<file path="src/rtl/psc_pkg.sv">
// psc_pkg: shared widths, constants and helpers of the prime sieve counter
// no dependencies; used by the interfaces and every module under rtl
package psc_pkg;

    localparam int CFG_W          = 16;
    localparam int CNT_W          = 16;
    localparam int MAX_LIMIT_DEF  = 65535;
    localparam logic [CFG_W-1:0] LIMIT_RESET = 16'hffff;

    localparam logic [7:0] FIRST_BYTE = 8'h3f;
    localparam logic [7:0] FULL_BYTE  = 8'hff;
    localparam logic [7:0] TOP_BIT    = 8'h80;
    localparam int         FIRST_PRIME = 2;

    function automatic logic [3:0] popcount8(input logic [7:0] v);
        logic [3:0] acc;
        acc = 4'd0;
        for (int i = 0; i < 8; i++)
        begin
            acc = acc + {3'd0, v[i]};
        end
        return acc;
    endfunction

endpackage

</file>
<file path="src/rtl/psc_if.sv">
// psc_if: valid/ready channels of the prime sieve counter
// depends on psc_pkg for payload widths
interface psc_start_if;
    logic valid;
    logic ready;
    logic start_req;

    modport source (output valid, output start_req, input ready);
    modport sink (input valid, input start_req, output ready);
endinterface

interface psc_count_if;
    logic                       valid;
    logic                       ready;
    logic [psc_pkg::CNT_W-1:0]  prime_count;

    modport source (output valid, output prime_count, input ready);
    modport sink (input valid, input prime_count, output ready);
endinterface

</file>
<file path="src/rtl/psc_seq.sv">
// psc_seq: sequencer for fill, strike, prime search and count phases
// depends on psc_pkg and psc_if; drives the psc_store ports
module psc_seq #(
    parameter int MAX_LIMIT = psc_pkg::MAX_LIMIT_DEF,
    parameter int NUM_W     = $clog2(MAX_LIMIT + 1),
    parameter int ADDR_W    = NUM_W - 3
) (
    input  logic                      clk,
    input  logic                      rst_n,
    input  logic [psc_pkg::CFG_W-1:0] sieve_limit,
    psc_start_if.sink                 start,
    psc_count_if.source               result,
    output logic                      st_we,
    output logic [ADDR_W-1:0]         st_waddr,
    output logic [7:0]                st_wdata,
    output logic                      st_re,
    output logic [ADDR_W-1:0]         st_raddr,
    input  logic [7:0]                st_rdata
);
    import psc_pkg::*;

    localparam int P_W  = NUM_W + 1;
    localparam int SQ_W = 2 * P_W;

    localparam logic [3:0] ST_IDLE   = 4'd0;
    localparam logic [3:0] ST_FILL   = 4'd1;
    localparam logic [3:0] ST_CHECK  = 4'd2;
    localparam logic [3:0] ST_S_RD   = 4'd3;
    localparam logic [3:0] ST_S_WR   = 4'd4;
    localparam logic [3:0] ST_SR_RD  = 4'd5;
    localparam logic [3:0] ST_SR_CHK = 4'd6;
    localparam logic [3:0] ST_C_RD   = 4'd7;
    localparam logic [3:0] ST_C_ACC  = 4'd8;
    localparam logic [3:0] ST_DONE   = 4'd9;

    logic [3:0]        state_reg, state_next;
    logic [NUM_W-1:0]  lim_reg, lim_next;
    logic [ADDR_W-1:0] addr_reg, addr_next;
    logic [P_W-1:0]    p_reg, p_next;
    logic [SQ_W-1:0]   sq_reg, sq_next;
    logic [P_W-1:0]    m_reg, m_next;
    logic [CNT_W-1:0]  cnt_reg, cnt_next;
    logic              out_valid_reg, out_valid_next;
    logic [CNT_W-1:0]  out_count_reg, out_count_next;

    logic [ADDR_W-1:0] lim_byte;
    logic [31:0]       lim_wide;
    logic [7:0]        cnt_mask;
    logic [SQ_W-1:0]   sq_step;
    logic              start_fire;

    assign lim_byte   = lim_reg[NUM_W-1:3];
    assign lim_wide   = (32'(sieve_limit) > 32'(MAX_LIMIT)) ? 32'(MAX_LIMIT) : 32'(sieve_limit);
    assign cnt_mask   = (addr_reg == lim_byte) ? (FULL_BYTE << (3'd7 - lim_reg[2:0])) : FULL_BYTE;
    assign sq_step    = sq_reg + SQ_W'({p_reg, 1'b1});
    assign start_fire = start.valid && start.ready;

    assign start.ready        = (state_reg == ST_IDLE);
    assign result.valid       = out_valid_reg;
    assign result.prime_count = out_count_reg;

    always_comb
    begin
        state_next     = state_reg;
        lim_next       = lim_reg;
        addr_next      = addr_reg;
        p_next         = p_reg;
        sq_next        = sq_reg;
        m_next         = m_reg;
        cnt_next       = cnt_reg;
        out_valid_next = out_valid_reg && !result.ready;
        out_count_next = out_count_reg;
        st_we          = 1'b0;
        st_waddr       = addr_reg;
        st_wdata       = FULL_BYTE;
        st_re          = 1'b0;
        st_raddr       = addr_reg;

        case (state_reg)
            ST_IDLE:
            begin
                if (start_fire && start.start_req)
                begin
                    lim_next   = lim_wide[NUM_W-1:0];
                    addr_next  = '0;
                    state_next = ST_FILL;
                end
            end
            ST_FILL:
            begin
                st_we    = 1'b1;
                st_waddr = addr_reg;
                st_wdata = (addr_reg == '0) ? FIRST_BYTE : FULL_BYTE;
                if (addr_reg == lim_byte)
                begin
                    p_next     = P_W'(FIRST_PRIME);
                    sq_next    = SQ_W'(FIRST_PRIME * FIRST_PRIME);
                    state_next = ST_CHECK;
                end
                else
                begin
                    addr_next = addr_reg + 1'b1;
                end
            end
            ST_CHECK:
            begin
                if (sq_reg > SQ_W'(lim_reg))
                begin
                    addr_next  = '0;
                    cnt_next   = '0;
                    state_next = ST_C_RD;
                end
                else
                begin
                    m_next     = {p_reg[P_W-2:0], 1'b0};
                    state_next = ST_S_RD;
                end
            end
            ST_S_RD:
            begin
                if (m_reg > P_W'(lim_reg))
                begin
                    p_next     = p_reg + 1'b1;
                    sq_next    = sq_step;
                    state_next = ST_SR_RD;
                end
                else
                begin
                    st_re      = 1'b1;
                    st_raddr   = m_reg[NUM_W-1:3];
                    state_next = ST_S_WR;
                end
            end
            ST_S_WR:
            begin
                st_we      = 1'b1;
                st_waddr   = m_reg[NUM_W-1:3];
                st_wdata   = st_rdata & ~(TOP_BIT >> m_reg[2:0]);
                m_next     = m_reg + p_reg;
                state_next = ST_S_RD;
            end
            ST_SR_RD:
            begin
                if (p_reg > P_W'(lim_reg))
                begin
                    state_next = ST_CHECK;
                end
                else
                begin
                    st_re      = 1'b1;
                    st_raddr   = p_reg[NUM_W-1:3];
                    state_next = ST_SR_CHK;
                end
            end
            ST_SR_CHK:
            begin
                if ((st_rdata & (TOP_BIT >> p_reg[2:0])) != 8'd0)
                begin
                    state_next = ST_CHECK;
                end
                else
                begin
                    p_next     = p_reg + 1'b1;
                    sq_next    = sq_step;
                    state_next = ST_SR_RD;
                end
            end
            ST_C_RD:
            begin
                st_re      = 1'b1;
                st_raddr   = addr_reg;
                state_next = ST_C_ACC;
            end
            ST_C_ACC:
            begin
                cnt_next = cnt_reg + CNT_W'(popcount8(st_rdata & cnt_mask));
                if (addr_reg == lim_byte)
                begin
                    state_next = ST_DONE;
                end
                else
                begin
                    addr_next  = addr_reg + 1'b1;
                    state_next = ST_C_RD;
                end
            end
            ST_DONE:
            begin
                if (!out_valid_reg)
                begin
                    out_valid_next = 1'b1;
                    out_count_next = cnt_reg;
                    state_next     = ST_IDLE;
                end
            end
            default:
            begin
                state_next = ST_IDLE;
            end
        endcase
    end

    always_ff @(posedge clk or negedge rst_n)
    begin
        if (!rst_n)
        begin
            state_reg     <= ST_IDLE;
            out_valid_reg <= 1'b0;
            p_reg         <= '0;
        end
        else
        begin
            state_reg     <= state_next;
            out_valid_reg <= out_valid_next;
            p_reg         <= p_next;
        end
    end

    always_ff @(posedge clk)
    begin
        lim_reg       <= lim_next;
        addr_reg      <= addr_next;
        sq_reg        <= sq_next;
        m_reg         <= m_next;
        cnt_reg       <= cnt_next;
        out_count_reg <= out_count_next;
    end

`ifndef NO_ASSERTIONS
    a_busy_not_ready: assert property (@(posedge clk) disable iff (!rst_n)
        (state_reg != ST_IDLE) |-> !start.ready)
        else $error("start accepted while a run is in progress");

    a_write_in_range: assert property (@(posedge clk) disable iff (!rst_n)
        st_we |-> (st_waddr <= lim_byte))
        else $error("store write beyond the limit byte");

    a_square_tracks: assert property (@(posedge clk) disable iff (!rst_n)
        (state_reg == ST_CHECK) |-> (sq_reg == SQ_W'(p_reg) * SQ_W'(p_reg)))
        else $error("square of current prime out of step");

    a_result_from_done: assert property (@(posedge clk) disable iff (!rst_n)
        $rose(result.valid) |-> ($past(state_reg) == ST_DONE))
        else $error("result raised outside the done state");
`endif

endmodule

</file>
<file path="src/flat_wrapper.sv">
// flat-port wrapper written by rule: the top's interface ports become plain ports
module psc_seq_flat import psc_pkg::*;
#(
    parameter int MAX_LIMIT = psc_pkg::MAX_LIMIT_DEF,
    parameter int NUM_W     = $clog2(MAX_LIMIT + 1),
    parameter int ADDR_W    = NUM_W - 3
)
  (clk, rst_n, sieve_limit, st_we, st_waddr, st_wdata, st_re, st_raddr, st_rdata, start_valid, start_start_req, start_ready, result_valid, result_prime_count, result_ready);
  psc_start_if start_i ();
  psc_count_if result_i ();
  input  logic clk;
  input  logic rst_n;
  input  logic [psc_pkg::CFG_W-1:0] sieve_limit;
  output logic st_we;
  output logic [ADDR_W-1:0] st_waddr;
  output logic [7:0] st_wdata;
  output logic st_re;
  output logic [ADDR_W-1:0] st_raddr;
  input  logic [7:0] st_rdata;
  input wire logic [$bits(start_i.valid)-1:0] start_valid;
  input wire logic [$bits(start_i.start_req)-1:0] start_start_req;
  output wire logic [$bits(start_i.ready)-1:0] start_ready;
  output wire logic [$bits(result_i.valid)-1:0] result_valid;
  output wire logic [$bits(result_i.prime_count)-1:0] result_prime_count;
  input wire logic [$bits(result_i.ready)-1:0] result_ready;
  assign start_i.valid = start_valid;
  assign start_i.start_req = start_start_req;
  assign start_ready = start_i.ready;
  assign result_valid = result_i.valid;
  assign result_prime_count = result_i.prime_count;
  assign result_i.ready = result_ready;
  psc_seq #(.MAX_LIMIT(MAX_LIMIT), .NUM_W(NUM_W), .ADDR_W(ADDR_W)) u_core (.clk(clk), .rst_n(rst_n), .sieve_limit(sieve_limit), .start(start_i), .result(result_i), .st_we(st_we), .st_waddr(st_waddr), .st_wdata(st_wdata), .st_re(st_re), .st_raddr(st_raddr), .st_rdata(st_rdata));
endmodule
</file>
<file path="config.mk">
export PLATFORM = sky130hd
export DESIGN_NAME = psc_seq_flat
export DESIGN_NICKNAME = d
export VERILOG_FILES = /design/src/rtl/psc_pkg.sv /design/src/rtl/psc_if.sv /design/src/rtl/psc_seq.sv /design/src/flat_wrapper.sv
export SDC_FILE = /design/constraint.sdc
export NUM_CORES = 1
export LEC_CHECK = 0
export BUFFER_PORTS_ARGS = -buffer_cell sky130_fd_sc_hd__buf_4
export CAP_MARGIN = 15
export CORE_UTILIZATION = 66
export DETAILED_ROUTE_END_ITERATION = 12
export PLACE_DENSITY = 0.87
export SLEW_MARGIN = 20
export SYNTH_ARGS = -nofsm -noshare
export SYNTH_HDL_FRONTEND = slang
export SYNTH_SLANG_ARGS = --single-unit
</file>
<file path="constraint.sdc">
create_clock -name clk -period 9.6 [get_ports clk]
set_input_delay 0.96 -clock clk [delete_from_list [all_inputs] [get_ports clk]]
set_output_delay 0.96 -clock clk [all_outputs]
set_load 0.03 [all_outputs]
</file>
Word level (Yosys, flattened, before mapping)
Cells that the tools add are included.
- add/sub/neg operators: 13
- order comparisons: 3
- equal/unequal tests: 18
- shifts and indexed selects: 3
- muxes and demuxes: 38
- bitwise gates (word level): 5
- reductions and logical operators: 20
- operator list (cell ; count):
    34-bit 2-to-1 mux ; 3
    34-bit one-hot mux with 3 select lines ; 1
    13-bit 2-to-1 mux ; 6
    17-bit 2-to-1 mux ; 4
    17-bit one-hot mux with 3 select lines ; 1
    4-bit one-hot mux with 10 select lines ; 1
    13-bit one-hot mux with 3 select lines ; 1
    34-bit by 18-bit adder with 34-bit output ; 1
    17-bit by 16-bit > comparator with 1-bit output ; 2
    34-bit by 16-bit > comparator with 1-bit output ; 1
    17-bit one-hot mux with 2 select lines ; 1
    16-bit one-hot mux with 2 select lines ; 1
    13-bit one-hot mux with 2 select lines ; 1
    4-bit by 1-bit adder with 4-bit output ; 6
    8-bit AND ; 3
    17-bit by 1-bit adder with 17-bit output, second input constant ; 1
    17-bit adder ; 1
    16-bit by 4-bit adder with 16-bit output ; 1
    4-bit by 3-bit equality test with 1-bit output, second input constant ; 4
    16-bit 2-to-1 mux ; 1
    4-bit 2-to-1 mux ; 4
    8-bit 2-to-1 mux ; 2
    8-bit one-hot mux with 2 select lines ; 1
    8-bit by 3-bit right shift with 8-bit output, first input constant ; 2
    26 further kinds ; 50
- bits in registers: 134
- bits of input ports: 29
- output and inout bits: 54
- word-level logic and storage cells: 109

Logic depth before layout (Yosys ltp)
- depth in word-level cells: 13
- depth in mapped cells: 22
- mapped depth without buffers: 21

Least setup slack after synthesis
Ideal clock, no wire load.
- path kind: register to register
- from: reg u_core.addr_reg[9]
- to: reg u_core.cnt_reg[7], data pin
- library setup time: 0.266 ns
- data arrival time: 5.019 ns
- required time: 9.334 ns
- setup slack: 4.315 ns
- stages on the path, launching flop included: 22
- path buffers: 1
- period minus slack after synthesis: 5.285 ns
- cell sequence: edfxtp_1 buf_6 xnor2_2 nand4_2 nor4_4 a21boi_0 ha_1 inv_1 fa_1 fa_1 fa_1 fa_1 inv_1 ha_1 a21o_1 a21oi_1 nor2b_1 o21ai_0 inv_1 and3_1 xnor2_1 nor2_1
- word-level cells in the longest chain between the ends: 12
- RTL lines (what ; line ; source):
    start, declared ; psc_seq.sv:38 ; logic [ADDR_W-1:0] addr_reg, addr_next;
    start signal, assigned ; psc_seq.sv:222 ; addr_reg <= addr_next;
    13-bit equality test (*) ; psc_seq.sv:54 ; assign cnt_mask = (addr_reg == lim_byte) ? (FULL_BYTE << (3'd7 - lim_reg[2:0])) : FULL_BYTE;
    8-bit 2-to-1 mux (*) ; psc_seq.sv:54 ;
    8-bit AND (*) ; psc_seq.sv:176 ; cnt_next = cnt_reg + CNT_W'(popcount8(st_rdata & cnt_mask));
    1-bit by 1-bit adder with 2-bit output ; psc_pkg.sv:20 ; acc = acc + {3'd0, v[i]};
    4-bit by 1-bit adder with 4-bit output (5 in a row) ; psc_pkg.sv:20 ;
    4-bit by 1-bit adder with 4-bit output (*) ; psc_pkg.sv:20 ;
    16-bit by 4-bit adder with 16-bit output (*) ; psc_seq.sv:176 ;
    16-bit one-hot mux with 2 select lines (*) ; psc_seq.sv:79 ; case (state_reg)
    end signal, assigned ; psc_seq.sv:225 ; cnt_reg <= cnt_next;
    end, declared ; psc_seq.sv:42 ; logic [CNT_W-1:0] cnt_reg, cnt_next;
Every way passes the cells marked *; elsewhere a longest branch is shown, timed or not.
A chain may end at the register's enable or synchronous reset.

Worst setup path after layout
- from: reg u_core.addr_reg[1]
- to: reg u_core.cnt_reg[9], data pin
The elaborated chain is that of the path after synthesis.

==> metrics.yaml <==
status:
  outcome: "finished clean"
global_routing:
  grt_pass1_wl_mm: 41.2
  grt_max_degree: 39
  grt_pass1_vias: 8180
  antenna_found_initial: 0
  grt-ovfl-total: 0
  grt_use_total: 0.336
setup_path:
  rrSetupSlack_ns: 3.42
  path_common_cell: "fa_1"
  cp.arrival_ns: 6.35
  worstReg2RegEnd: "u_core.cnt_reg[9]"
  cp_slowest_cell: "nor4_4"
  cp_max_fo: 10
  worstRegToRegCells: 20
  slowest_delay_ns: 0.68
  critPathKind: "reg -> reg"
  r2r_start: "u_core.addr_reg[1]"
  endpoint_kind: "flop"
  worstPathCellList: "xnor2_1 -> nand4_1 -> nor4_4 -> a21boi_0 -> ha_1 -> inv_1 -> fa_1 -> fa_1 -> fa_1 -> fa_1 -> inv_1 -> ha_1 -> a21o_1 -> a21oi_1 -> nor2b_1 -> o21ai_0 -> inv_1 -> and3_1 -> xnor2_1 -> nor2_1"
  critPathRequiredTime_ns: 9.76
  crit_path_start_kind: "flop"
logic_synthesis:
  postSynthCellCount: 1035
  ys_seq_elements: 134
  synth_area_per_cell_um2: 9.58
  yosysMostFrequentCell: "edfxtp_1"
  ys_top_cells_by_count: "112 x edfxtp_1, 111 x nand2_1, 96 x ha_1, 90 x nor2_1, 64 x o21ai_0"
  synth_nets: 1167
  async_reset_ff_frac: 0.164
  seq_area_frac_synth: 0.395
  synth_top_cell_area_share: 0.339
  ys.flop_type: "edfxtp_1"
  yosys.area_share.adder: 0.135
  synth_edf_count: 112
  synthSimpleGateAreaFrac: 0.193
  synth_area_leader_cell: "edfxtp_1"
  muxShareOfSynthArea: 0.0111
  ys_warn_count: 0
  synth_compound_area_frac: 0.162
  synth_top_family_by_area: "simple AND/OR/NAND/NOR gates"
  ys_types: 67
  synth.area.top_cells: "edfxtp_1 34%, ha_1 12%, dfrtp_1 5.6%, nand2_1 4.2%, nor2_1 3.4%"
  syn_area_um2: 9910
  synth_xor_area_frac: 0.0637
clock_network:
  hold_buffers: 0
  clockBufferDepth: 2
  cts_sinks: 134
  cts_root_buf: "clkbuf_16"
  clkTransAtPathRegs_ns: 0.06
  cts_resized: 0
  insertion_delay_ns: 0.43
  htree_levels: 4
  cts_made_buffers: 17
  postCtsSetupBuffers: 0
  cts_tree: "done"
timing:
  hold_viol: 0
  worstMarginPinSlew_ns: 1.08
  hold_slack_ns: 0.437
  max_freq_mhz: 162
  rsz0062_at_grt: "no"
  tns_ns: 0
  worst_clock_skew_ns: 0.00785
  fin_crit_ns: 6.18
  period_share: 0.644
  setup_violations: 0
  relSlewSlack: 0.283
  drv_slew: 0
placed_design:
  io_buffers: 82
  hpwl_mm: 18.2
  gp_congestion: 0.944
pwr:
  switching_share: 0.418
  peakVddDrop_uv: 192
  clock_power_share: 0.233
  cellPowerDensity_nw_per_um2: 278
  combPwrFrac: 0.447
  seq_power_share: 0.320
  net-switching-power_mw: 1.31
  leakage_nw: 4.75
  p_int_mw: 1.83
final_layout:
  area.sequential_um2: 3910
  drive_gt1_frac: 0.129
  fillers: 972
  antenna_cells: 0
  syn2layout_area_growth_pct: 14.0
  largest_reg_flops: 34
  utilization: 0.775
  nets: 1240
  multi_input_area_um2: 5620
floorplanning:
  die_height_um: 125
  io_pins: 83
  start_util: 0.680
  die_area_um2: 15500
  core_um2: 14600
  die_w_um: 125
  rows: 44
routing:
  wire_per_inst_um: 19.9
  viasPerCell: 6.57
  num_vias: 8577
  wirelength_mm: 25.9
  antenna_left: 0
  drtIter0Drc: 940
  firstDrtPassIters: 5
  drc: 0
run:
  drv_cap: 0
hold_path:
  hold_class: "in -> async"
[cell type report]
cell class              count  share of cell area
clock buffers              20              0.0395
clock inverters            12              0.0180
inverters                  55              0.0183
multi-input cells         810               0.498
flip-flops and latches    134               0.346
well taps                 184              0.0204
repair buffers             90              0.0598
[kinds of logic (layout without fill, tap and decap cells)]
logic type / Yosys count / in the layout
DFF: 134 / 134
adders and majority gates: 103 / 103
muxes: 11 / 11
xor gates and xnor gates: 67 / 67
buffers and inverters: 91 / 177
AOI/OAI and AO/OA: 240 / 240
and+or+nand+nor: 389 / 389
[worst max path at each step]
stage,startpoint,end,cells past startpoint
2_1_floorplan,u_core.addr_reg[9],u_core.cnt_reg[7],21
3_3_place_gp,u_core.addr_reg[7],u_core.cnt_reg[9],20
3_5_place_dp,u_core.addr_reg[7],u_core.cnt_reg[9],20
4_1_cts,u_core.addr_reg[7],u_core.cnt_reg[9],20
5_1_grt,u_core.addr_reg[7],u_core.cnt_reg[9],20
6_report,u_core.addr_reg[1],u_core.cnt_reg[9],20
[critical path: cells and delay by family, from the launching register on]
family / cells / cell delay (ns)
and+or+nand+nor: 5 / 1.23
AOI/OAI and AO/OA: 4 / 0.89
DFF: 1 / 0.47
xor gates and xnor gates: 2 / 0.43
adders and majority gates: 6 / 2.61
buffers and inverters: 3 / 0.28
[placed cells by master (no fill, tap or decap), types with 27 or more instances in the layout]
| cell | count |
|---|---|
| a21o_1 | 38 |
| a21oi_1 | 42 |
| buf_4 | 90 |
| edfxtp_1 | 112 |
| ha_1 | 96 |
| inv_1 | 54 |
| nand2_1 | 111 |
| nand3_1 | 37 |
| nor2_1 | 90 |
| nor3_1 | 27 |
| o21ai_0 | 64 |
| xnor2_1 | 28 |
| xor2_1 | 33 |
[power groups by stage]
stage | sequential, mW | combinational (mW) | clock [mW]
after global placement | 1.00 | 1.33 | 0
after CTS | 0.998 | 1.38 | 0.731
final | 1.01 | 1.40 | 0.732
after detailed placement | 1.01 | 1.36 | 0
after global routing | 1.02 | 1.52 | 0.756
after floorplan | 0.918 | 1.06 | 0
[through the flow]
stage	cell area, µm²	instances	total power, mW	setup WS, ns
6_report	11300	1305	3.14	3.42
5_1_grt	11300	1305	3.30	3.19
4_1_cts	11300	1305	3.11	3.52
3_5_place_dp	10600	1273	2.36	3.62
3_3_place_gp	10600	1273	2.33	3.80
2_1_floorplan	9910	1035	1.98	4.32
[metal layers]
layer / vias to the layer above / GRT usage / part of all wire
li1: 3957 / - / -
met5: - / 0 / 0
met4: 0 / 0.143 / 0.033
met1: 4053 / 0.433 / 0.41
met3: 79 / 0.0795 / 0.085
met2: 488 / 0.541 / 0.47
(Power assumes the default switching activity.)
